==> config.mk <==
export PLATFORM = sky130hd
export DESIGN_NAME = pcr_dist
export DESIGN_NICKNAME = d
export VERILOG_FILES = /design/src/rtl/palette_color_resolver_defines.svh /design/src/rtl/pcr_pkg.sv /design/src/rtl/pcr_dist.sv
export SDC_FILE = /design/constraint.sdc
export NUM_CORES = 1
export LEC_CHECK = 0
export BUFFER_PORTS_ARGS = -buffer_cell sky130_fd_sc_hd__clkbuf_2
export CAP_MARGIN = 20
export CORE_MARGIN = 2
export CORE_UTILIZATION = 50
export DETAILED_ROUTE_END_ITERATION = 10
export GPL_TIMING_DRIVEN = 0
export PLACE_DENSITY = 0.69
export SLEW_MARGIN = 15
export SYNTH_ARGS = -nofsm -noshare
export SYNTH_HDL_FRONTEND = slang
export SYNTH_SLANG_ARGS = --single-unit
==> constraint.sdc <==
create_clock -name clk -period 8.2 [get_ports clk]
set_input_delay 1.23 -clock clk [delete_from_list [all_inputs] [get_ports clk]]
set_output_delay 1.23 -clock clk [all_outputs]
set_load 0.01 [all_outputs]
==> src/rtl/palette_color_resolver_defines.svh <==
// Assertion macros shared by the palette color resolver RTL.
`ifndef PALETTE_COLOR_RESOLVER_DEFINES_SVH
`define PALETTE_COLOR_RESOLVER_DEFINES_SVH
`ifndef SYNTH
// Property must hold at every clock edge outside reset.
`define PCR_ASSERT(lbl, clk, rstn, prop, msg) \
  lbl: assert property (@(posedge clk) disable iff (!rstn) prop) else $error(msg);
// Condition must never be seen at a clock edge outside reset.
`define PCR_NEVER(lbl, clk, rstn, cond, msg) \
  lbl: assert property (@(posedge clk) disable iff (!rstn) !(cond)) else $error(msg);
`else
`define PCR_ASSERT(lbl, clk, rstn, prop, msg)
`define PCR_NEVER(lbl, clk, rstn, cond, msg)
`endif
`endif

==> src/rtl/pcr_pkg.sv <==
// Shared constants and types of the palette color resolver.
package pcr_pkg;

  localparam int PALETTE_SIZE = 256;
  localparam int SLOT_W       = (PALETTE_SIZE > 1) ? $clog2(PALETTE_SIZE) : 1;
  localparam int COUNT_W      = $clog2(PALETTE_SIZE + 1);
  localparam int CH_W         = 8;
  localparam int COLOR_W      = 3 * CH_W;
  localparam int SQ_W         = 2 * CH_W;
  localparam int DIST_W       = SQ_W + 2;
  localparam int NUM_W        = 9;

  localparam logic [NUM_W-1:0] COLOR_BASE = 9'd32;

  typedef logic [SLOT_W-1:0] slot_t;

  // Stored color, red in the top byte.
  typedef struct packed {
    logic [CH_W-1:0] red;
    logic [CH_W-1:0] green;
    logic [CH_W-1:0] blue;
  } rgb_t;

  // Tag that follows one memory read through the distance pipeline.
  typedef struct packed {
    logic  vld;
    slot_t slot;
  } probe_t;

endpackage

==> src/rtl/pcr_dist.sv <==
// Two-stage squared RGB distance pipeline between a stored entry and the request.
module pcr_dist
  import pcr_pkg::*;
(
  input  logic              clk,
  input  logic              rst_n,
  input  rgb_t              entry,
  input  rgb_t              req,
  input  probe_t            tag_in,
  output logic [DIST_W-1:0] dist_sum,
  output probe_t            tag_out,
  output logic              busy
);

  logic [CH_W-1:0] dr, dg, db;
  logic [SQ_W-1:0] sq_r_r, sq_g_r, sq_b_r;
  probe_t          tag_sq_r;
  logic [DIST_W-1:0] dist_r;
  probe_t          tag_out_r;

  assign dr = (entry.red   > req.red)   ? entry.red   - req.red   : req.red   - entry.red;
  assign dg = (entry.green > req.green) ? entry.green - req.green : req.green - entry.green;
  assign db = (entry.blue  > req.blue)  ? entry.blue  - req.blue  : req.blue  - entry.blue;

  always_ff @(posedge clk) begin
    sq_r_r <= SQ_W'(dr) * SQ_W'(dr);
    sq_g_r <= SQ_W'(dg) * SQ_W'(dg);
    sq_b_r <= SQ_W'(db) * SQ_W'(db);
    dist_r <= DIST_W'(sq_r_r) + DIST_W'(sq_g_r) + DIST_W'(sq_b_r);
  end

  always_ff @(posedge clk) begin
    if (!rst_n) begin
      tag_sq_r.vld  <= 1'b0;
      tag_out_r.vld <= 1'b0;
    end else begin
      tag_sq_r  <= tag_in;
      tag_out_r <= tag_sq_r;
    end
  end

  assign dist_sum = dist_r;
  assign tag_out  = tag_out_r;
  assign busy     = tag_sq_r.vld | tag_out_r.vld;

endmodule
==> reports/summary.txt, run 1 <==
diode count -> 0
gp weighted congestion -> 0.889
Port Buffers -> 86
final number of hold-violating endpoints -> 0
area grow syn2layout -> 11.2%
Max Cap Viol -> 0
most frequently used flop master after synthesis -> dfxtp_1
post-synthesis cell area -> 0.00977 mm2
metal2 WL -> 7830 um
vias after detailed routing -> 7047
CP required -> 8.41 ns
Clock transition at path regs -> 0.06 ns
Rel. slew slack -> 44.1%
Initial DRC Count -> 337
vias in the first global route -> 6803
Final Skew -> 0.00743 ns
CP endpoint kind -> flip-flop
Worst-Skew Late Latency -> 0.34 ns
crit path kind -> input port to flip-flop
# H-tree levels -> 3
EDFF count, synth -> 16
Pre-Repair DR Iteration Count -> 5
Syn Area/Cell -> 9.45 um2
outcome -> finished clean
Highest Signal Layer -> met4
count of cell types in the netlist -> 67
largest net degree at the start of global routing -> 19
fraction of registers with async set/reset -> 0%
core region area -> 0.0193 mm2
num rows -> 51
layout cells sized above 1 -> 14.8%
slowest CP cell -> or4b_1
Synth Warn # -> 0
DIE HEIGHT -> 144 um
count of final setup violators -> 0
root buf cell -> clkbuf_16
Worst Hold Class -> flip-flop to flip-flop
worst-path maximum fanout -> 9
first-pass GRT wire length -> 29400 um
Clock Sinks -> 81
die area -> 0.0207 mm2
CP arrival -> 7.40 ns
DRT antenna net count -> 0
sequential area share after synthesis -> 18.2%
max-slew violations -> 0
CP Launch Type -> input port
Place WS -> 0.667 ns
TritonCTS clock tree -> done
drt drc -> 0
final WL -> 16800 um
CP peak stage delay -> 0.52 ns
#FFs+latches synth -> 81
Worst Path Buf+Inv -> 6
IO Count -> 87
CP most frequent cell -> inv_1
Initial Util -> 50.5%
fin util -> 56.2%
setup ws final -> 1.02 ns
met3 wire len -> 744 um
Post-CTS Setup Inserts -> 0
RSZ-0062 raised after global routing -> false
Tcrit/Tclk final -> 87.6%
total grt overflow -> 0
initial antenna violation count -> 0
CTS resizes -> 0
hold_buf cts -> 0
worst slew pin tran -> 0.833 ns
Min Clock Period, post-route -> 7.18 ns
Crit path max-delay family -> adder cells
final hold slack -> 0.421 ns
DP Wirelength -> 14600 um
clk buf depth -> 2
wire length per cell -> 12.0 um
Cells after Synth -> 1034
Tot GR Track Use -> 17.2%
Met1 Routed Length -> 8160 um
nets -> 1439
TNS Setup -> 0 ns
DR vias/cell -> 5.02
CTS buffer count -> 9
fmax -> 0.139 GHz
Die Span X -> 144 um
-- final timing paths --
path | start | end | slack [ns] | cells after the start
setup / recovery | entry[16] | sq_r_r[12] | 1.02 | 25
hold / removal | tag_sq_r[1] | tag_out[1] | 0.42 | 0
setup reg to reg | sq_r_r[3] | dist_sum[16] | 5.38 | 9
hold reg to reg | tag_sq_r[1] | tag_out[1] | 0.42 | 0
-- through the flow --
stage	area, um2	instances
after global routing	10900	1404
after floorplan	9780	1036
after CTS	10900	1403
after global placement	10500	1387
final	10900	1404
after detailed placement	10500	1387
-- final cells by class --
cell class                      count  area (um2)
Buffer                             20         130
Clock buffer                        9         225
Clock inverter                      7        87.6
Fill cell                        1758        8470
Inverter                          201         754
Multi-Input combinational cell    734        7110
Sequential cell                    81        1780
Tap cell                          265         332
Timing Repair Buffer               87         438
-- state kept, by name, indices dropped and copies added (netlist names) --
signal / flops
tag_sq_r: 9
sq_b_r: 15
sq_g_r: 15
tag_out: 9
sq_r_r: 15
dist_sum: 18
-- synthesized netlist by cell type, types with 3 or more instances --
cell,instances,area (um2)
xnor2_1,46,403
buf_4,5,37.5
mux2i_1,15,150
o21ai_0,21,105
o31a_1,3,26.3
a211oi_1,4,30.0
a221oi_1,3,26.3
nand3b_1,8,60.1
nand2b_1,10,62.6
edfxtp_1,16,480
nor2_1,96,360
nor3_1,13,65.1
mux2i_4,3,67.6
fa_1,97,1940
o21bai_1,6,45.0
or2_1,6,37.5
buf_6,4,45.0
a21oi_4,3,48.8
xor2_2,4,65.1
a31oi_1,7,43.8
nor2_2,6,37.5
o22ai_1,5,31.3
buf_2,5,25.0
ha_1,149,1860
nand3_1,3,15.0
nand4_1,8,50.1
inv_1,199,747
nor4b_1,3,26.3
xnor2_2,3,48.8
a21o_1,32,240
or2_2,14,87.6
a31o_2,3,26.3
and2_1,3,18.8
nand2_1,30,113
xor2_1,19,166
dfxtp_1,65,1300
a21oi_1,59,295
and4_1,4,35.0
o21a_1,6,45.0
and3_1,3,18.8
clkbuf_1,6,22.5
nor2b_1,4,25.0
-- cells in the final DEF (no fill, tap or decap), drive strengths merged, types with 8 or more instances in the layout --
cell and n:
inv 204, ha 149, nor2 102, clkbuf 102, fa 97, dfxtp 65, a21oi 64, xnor2 51
a21o 32, nand2 30, xor2 25, o21ai 21, or2 20, mux2i 19, edfxtp 16, buf 14
nor3 13, nand2b 10, nand4 9, nand3b 8, a31oi 8
-- worst register-to-register path, cell delays in order, from the launching register on --
cell	delay [ns]
dfxtp_1	0.32
fa_1	0.47
ha_1	0.20
a21oi_1	0.21
o21bai_1	0.13
a2111o_1	0.47
a221oi_1	0.39
nand2b_1	0.15
a21bo_2	0.23
xor2_1	0.14
-- layer usage --
metal / vias up / GRT usage [%]
met5: - / 0
met4: 0 / 2.68
met3: 12 / 3.27
met2: 133 / 29.1
met1: 3343 / 23.4
li1: 3559 / -
-- kinds of logic (layout without fill, tap and decap cells) --
kind of cell	count (synthesis)	count (layout)	synth area share (%)
fa+ha+maj	246	246	39.0
compound gates	171	171	12.1
flops	81	81	18.2
mux	19	19	2.37
other cells	1	3	0.0384
simple gates	219	219	11.1
xor+xnor	76	76	8.12
buf+inv	221	324	9.05
Power of run 1 is not shown: default switching activity piles up to over one toggle a cycle in this logic, so the estimate is an artifact.
==> inputs of run 2 (changes only) <==
Clock period 8.2 ns to 7.1 ns, I/O delays scaled along.
==> run 2 against run 1 <==
  * Count of clock-buffer cells in the layout unchanged
  * Die area unchanged
  * Worst setup slack worse by 0.77 ns
  * Register-to-register slack worse by 1.1 ns
  * Routed wire length up 0.86%
  * Global-route usage unchanged
  * Design area up 0.81%
  * Flip-flop and latch count unchanged
  * Sequential share of layout area down 0.13 points
  * Critical path type unchanged
  * Clock skew down 0.00090 ns
==> reports/summary.txt, run 2 (synthesized netlist as in run 1, its figures left out) <==
Hold EP -> tag_out[1]
launch point of the worst reg-to-reg path -> sq_r_r[3]
TNS Setup -> 0 ns (unchanged)
worst-path maximum fanout -> 6 (-3)
max reg flops -> 18 (unchanged)
Pre-Repair DR Iteration Count -> 5 (unchanged)
DR vias/cell -> 4.99 (-0.54%)
Port Buffers -> 86 (unchanged)
worst-case reg-to-reg path depth -> 9 (unchanged)
R2R Setup Slk -> 4.27 ns (-1.11 ns)
gp weighted congestion -> 0.889 (unchanged)
DP Wirelength -> 14600 um (unchanged)
vias in the first global route -> 6803 (unchanged)
cell count of the worst hold path -> 0 (unchanged)
count of final setup violators -> 0 (unchanged)
placed cell area -> 0.0105 mm2 (unchanged)
Initial DRC Count -> 324 (-3.9%)
max-slew violations -> 0 (unchanged)
CTS buffer count -> 9 (unchanged)
num rows -> 51 (unchanged)
DIE HEIGHT -> 144 um (unchanged)
Clock transition at path regs -> 0.06 ns (about the same)
RR Endpoint -> dist_sum[14]
Clock Sinks -> 81 (unchanged)
# H-tree levels -> 3 (unchanged)
Worst-Skew Late Latency -> 0.34 ns (about the same)
most frequent cells in the layout -> inv_1, ha_1, fa_1
Rel. slew slack -> 44.7% (+0.57 points)
die area -> 0.0207 mm2 (unchanged)
fmax -> 0.146 GHz
worst slew pin tran -> 0.824 ns (-0.00856 ns)
outcome -> finished clean
CP Launch Type -> input port
final number of hold-violating endpoints -> 0 (unchanged)
post-route cell area -> 0.0109 mm2 (+0.81%)
CP endpoint kind -> flip-flop
CP required -> 7.32 ns (-1.09 ns)
commonest non-fill, non-tap cell in the layout -> inv_1
root buf cell -> clkbuf_16
vias after detailed routing -> 7034 (-0.18%)
DRT antenna net count -> 0 (unchanged)
Hold Startpoint -> tag_sq_r[1]
core region area -> 0.0193 mm2 (unchanged)
Min Clock Period, post-route -> 6.85 ns
diode count -> 0 (unchanged)
Tcrit/Tclk final -> 96.5%
Initial Util -> 50.5% (unchanged)
CP arrival -> 7.07 ns (-0.33 ns)
crit path kind -> input port to flip-flop
first-pass GRT wire length -> 29400 um (unchanged)
total grt overflow -> 0 (unchanged)
nets -> 1444 (+0.35%)
TritonCTS clock tree -> done
layout cells sized above 1 -> 15.7% (+0.90 points)
final WL -> 17000 um (+0.86%)
initial antenna violation count -> 0 (unchanged)
Worst Hold Class -> flip-flop to flip-flop
Tot GR Track Use -> 17.2% (unchanged)
IO Count -> 87 (unchanged)
drt drc -> 0 (unchanged)
hold_buf cts -> 0 (unchanged)
Final Skew -> 0.00652 ns (-0.000903 ns)
largest net degree at the start of global routing -> 19 (unchanged)
area grow syn2layout -> 12.0%
clk buf depth -> 2 (unchanged)
Die Span X -> 144 um (unchanged)
Max Cap Viol -> 0 (unchanged)
wire length per cell -> 12.0 um (+0.50%)
-- run 2: cell type report --
| class | instances | area (um2) |
|---|---|---|
| Fill cell | 1745 | 8390 |
| Multi-Input combinational cell | 734 | 7160 |
| Sequential cell | 81 | 1780 |
| Inverter | 201 | 754 |
| Timing Repair Buffer | 92 | 475 |
| Tap cell | 265 | 332 |
| Clock buffer | 9 | 225 |
| Buffer | 20 | 133 |
| Clock inverter | 7 | 87.6 |
-- run 2: repair_timing --
item / in CTS / in global routing
resized for setup: 0 / 10
setup endpoints to repair: 0 / 4
setup buffers: 0 / 5
-- run 2: per-layer routing --
layer	routed length (um)	share of wire, %	up-vias	track usage (%)
met5	0	0	-	0
li1	-	-	3569	-
met4	121	0.71	0	2.68
met3	682	4.0	15	3.27
met1	8320	49	3339	23.4
met2	7850	46	111	29.1
-- run 2: worst max path at each step --
stage | startpoint | end | slack [ns] | cells after the start
global placement | entry[16] | sq_r_r[12] | -0.22 | 25
detailed placement | entry[16] | sq_r_r[12] | -0.27 | 25
floorplan | entry[16] | sq_r_r[12] | 0.38 | 26
finish | entry[16] | sq_r_r[12] | 0.25 | 25
global route | entry[16] | sq_r_r[12] | -0.01 | 25
CTS | entry[16] | sq_r_r[12] | 0.08 | 25
-- run 2: per-stage QoR --
stage | util, % | setup WS, ns | hold slack (ns) | cells
floorplan | - | 0.381 | 0.400 | 1036
global placement | 54.5 | -0.220 | 0.401 | 1387
detailed placement | 54.5 | -0.268 | 0.407 | 1387
CTS | 56.1 | 0.0835 | 0.423 | 1403
global route | 56.6 | -0.0131 | 0.428 | 1409
finish | 56.6 | 0.249 | 0.421 | 1409
-- run 2: critical path, stage by stage --
cell      delay [ns]
clkbuf_2        0.10
inv_1           0.05
ha_1            0.16
inv_1           0.06
fa_1            0.42
a21o_1          0.25
a221oi_4        0.34
a21oi_4         0.16
mux2i_1         0.29
xor2_2          0.13
buf_4           0.17
buf_4           0.15
or2_2           0.28
fa_1            0.51
inv_1           0.07
fa_1            0.49
fa_1            0.49
inv_1           0.05
fa_1            0.47
inv_1           0.04
ha_1            0.23
or2_2           0.32
o22ai_2         0.20
nor4b_1         0.08
or4b_1          0.51
Power of run 2 is left out for the same reason.
==> inputs of run 3 (changes only) <==
Settings changed: RECOVER_POWER from default to 50.
==> run 3 against run 2 <==
  * Flip-flop and latch count unchanged
  * Worst setup slack improved by 0.0044 ns
  * Via count rose by 0.27%
  * Worst hold slack barely moved
  * Design area down 0.24%
==> reports/summary.txt, run 3 (synthesized netlist as in run 1, its figures left out) <==
TritonCTS clock tree -> done
post-route cell area -> 0.0109 mm2 (-0.24%)
final WL -> 17000 um (+0.35%)
DP Wirelength -> 14600 um (unchanged)
Port Buffers -> 86 (unchanged)
IO Count -> 87 (unchanged)
Clock transition at path regs -> 0.06 ns (about the same)
diode count -> 0 (unchanged)
clk buf depth -> 2 (unchanged)
outcome -> finished clean
Pre-Repair DR Iteration Count -> 5 (unchanged)
Tot GR Track Use -> 17.2% (unchanged)
# fillers -> 1760 (+0.86%)
DRT antenna net count -> 0 (unchanged)
root buf cell -> clkbuf_16
Max Cap Viol -> 0 (unchanged)
fmax -> 0.146 GHz (about the same)
max-slew violations -> 0 (unchanged)
wire length per cell -> 12.1 um (+0.35%)
cell count of the worst hold path -> 0 (unchanged)
hold_buf cts -> 0 (unchanged)
RR Endpoint -> dist_sum[16]
Initial Util -> 50.5% (unchanged)
Rel. slew slack -> 43.9% (-0.79 points)
gp weighted congestion -> 0.889 (unchanged)
# H-tree levels -> 3 (unchanged)
R2R Setup Slk -> 4.27 ns (about the same)
CP required -> 7.32 ns (about the same)
Worst Path Buf+Inv -> 8 (unchanged)
CP Launch Type -> input port
launch point of the worst reg-to-reg path -> sq_r_r[3]
slowest CP cell -> fa_1
Initial DRC Count -> 293 (-9.6%)
CP endpoint kind -> flip-flop
drt drc -> 0 (unchanged)
total grt overflow -> 0 (unchanged)
Tcrit/Tclk final -> 96.4% (about the same)
count of final setup violators -> 0 (unchanged)
Min Clock Period, post-route -> 6.85 ns (-0.00441 ns)
Crit path max-delay family -> adder cells
area grow syn2layout -> 11.8%
Worst Hold Class -> flip-flop to flip-flop
Hold EP -> tag_out[0]
most frequent cells in the layout -> inv_1, ha_1, fa_1
num rows -> 51 (unchanged)
nets -> 1444 (unchanged)
worst-path maximum fanout -> 6 (unchanged)
DR vias/cell -> 5.01 (+0.27%)
placed cell area -> 0.0105 mm2 (unchanged)
worst-case reg-to-reg path depth -> 9 (unchanged)
worst slew pin tran -> 0.836 ns (+0.0117 ns)
vias in the first global route -> 6803 (unchanged)
initial antenna violation count -> 0 (unchanged)
layout cells sized above 1 -> 13.9% (-1.8 points)
Final Skew -> 0.00661 ns (+0.0000869 ns)
Die Span X -> 144 um (unchanged)
core region area -> 0.0193 mm2 (unchanged)
max reg flops -> 18 (unchanged)
CTS buffer count -> 9 (unchanged)
commonest non-fill, non-tap cell in the layout -> inv_1
Clock Sinks -> 81 (unchanged)
first-pass GRT wire length -> 29400 um (unchanged)
Worst-Skew Late Latency -> 0.34 ns (about the same)
die area -> 0.0207 mm2 (unchanged)
CP arrival -> 7.07 ns (about the same)
DIE HEIGHT -> 144 um (unchanged)
largest net degree at the start of global routing -> 19 (unchanged)
CP peak stage delay -> 0.51 ns (about the same)
vias after detailed routing -> 7053 (+0.27%)
final number of hold-violating endpoints -> 0 (unchanged)
Hold Startpoint -> tag_sq_r[0]
final hold slack -> 0.421 ns (-0.000285 ns)
crit path kind -> input port to flip-flop
run 3: cell types whose count changed in the layout (fill, tap and decap cells not counted):
cell	previous run	this run
clkbuf_1	6	27
buf_2	4	2
clkbuf_2	86	67
run 3: how the worst max path moves through the flow:
stage / start / cells after the start / slack [ns] / to
finish: entry[16] / 25 / 0.25 / sq_r_r[12]
global placement: entry[16] / 25 / -0.22 / sq_r_r[12]
CTS: entry[16] / 25 / 0.08 / sq_r_r[12]
floorplan: entry[16] / 26 / 0.38 / sq_r_r[12]
global route: entry[16] / 25 / -0.01 / sq_r_r[12]
detailed placement: entry[16] / 25 / -0.27 / sq_r_r[12]
run 3: repair_timing:
action	CTS	global route
gates resized for setup	0	10
buffers inserted	0	5
endpoints found under the hold margin	0	0
setup endpoints to repair	0	4
run 3: area by class of cell:
type,count,area (um2),area share (%)
Buffer,20,130,1.19
Clock buffer,9,225,2.06
Clock inverter,7,87.6,0.802
Inverter,201,754,6.91
Multi-Input combinational cell,734,7160,65.6
Sequential cell,81,1780,16.3
Tap cell,265,332,3.04
Timing Repair Buffer,92,452,4.14
run 3: per-layer routing:
layer  vias up  wire, um  GRT usage, %
li1       3571         -             -
met5         -         0             0
met3        16       586          3.27
met4         0       125          2.68
met1      3363      8420          23.4
met2       103      7900          29.1
run 3: metrics by stage:
stage / cells / TNS, ns / setup WS, ns / util (%)
after floorplan: 1036 / 0 / 0.381 / -
after global placement: 1387 / -0.585 / -0.220 / 54.5
after detailed placement: 1387 / -0.894 / -0.268 / 54.5
after CTS: 1403 / 0 / 0.0835 / 56.1
after global routing: 1409 / -0.0131 / -0.0131 / 56.5
final: 1409 / 0 / 0.253 / 56.5
run 3: worst register-to-register path, delay by kind of cell, from the launching register on:
family / cells / cell delay, ns
XOR/XNOR: 1 / 0.14
flip-flops: 1 / 0.31
AND/OR/NAND/NOR: 1 / 0.15
AO/OA/AOI/OAI: 5 / 1.44
adder cells (fa/ha/maj): 2 / 0.67
Power of run 3 is left out for the same reason.
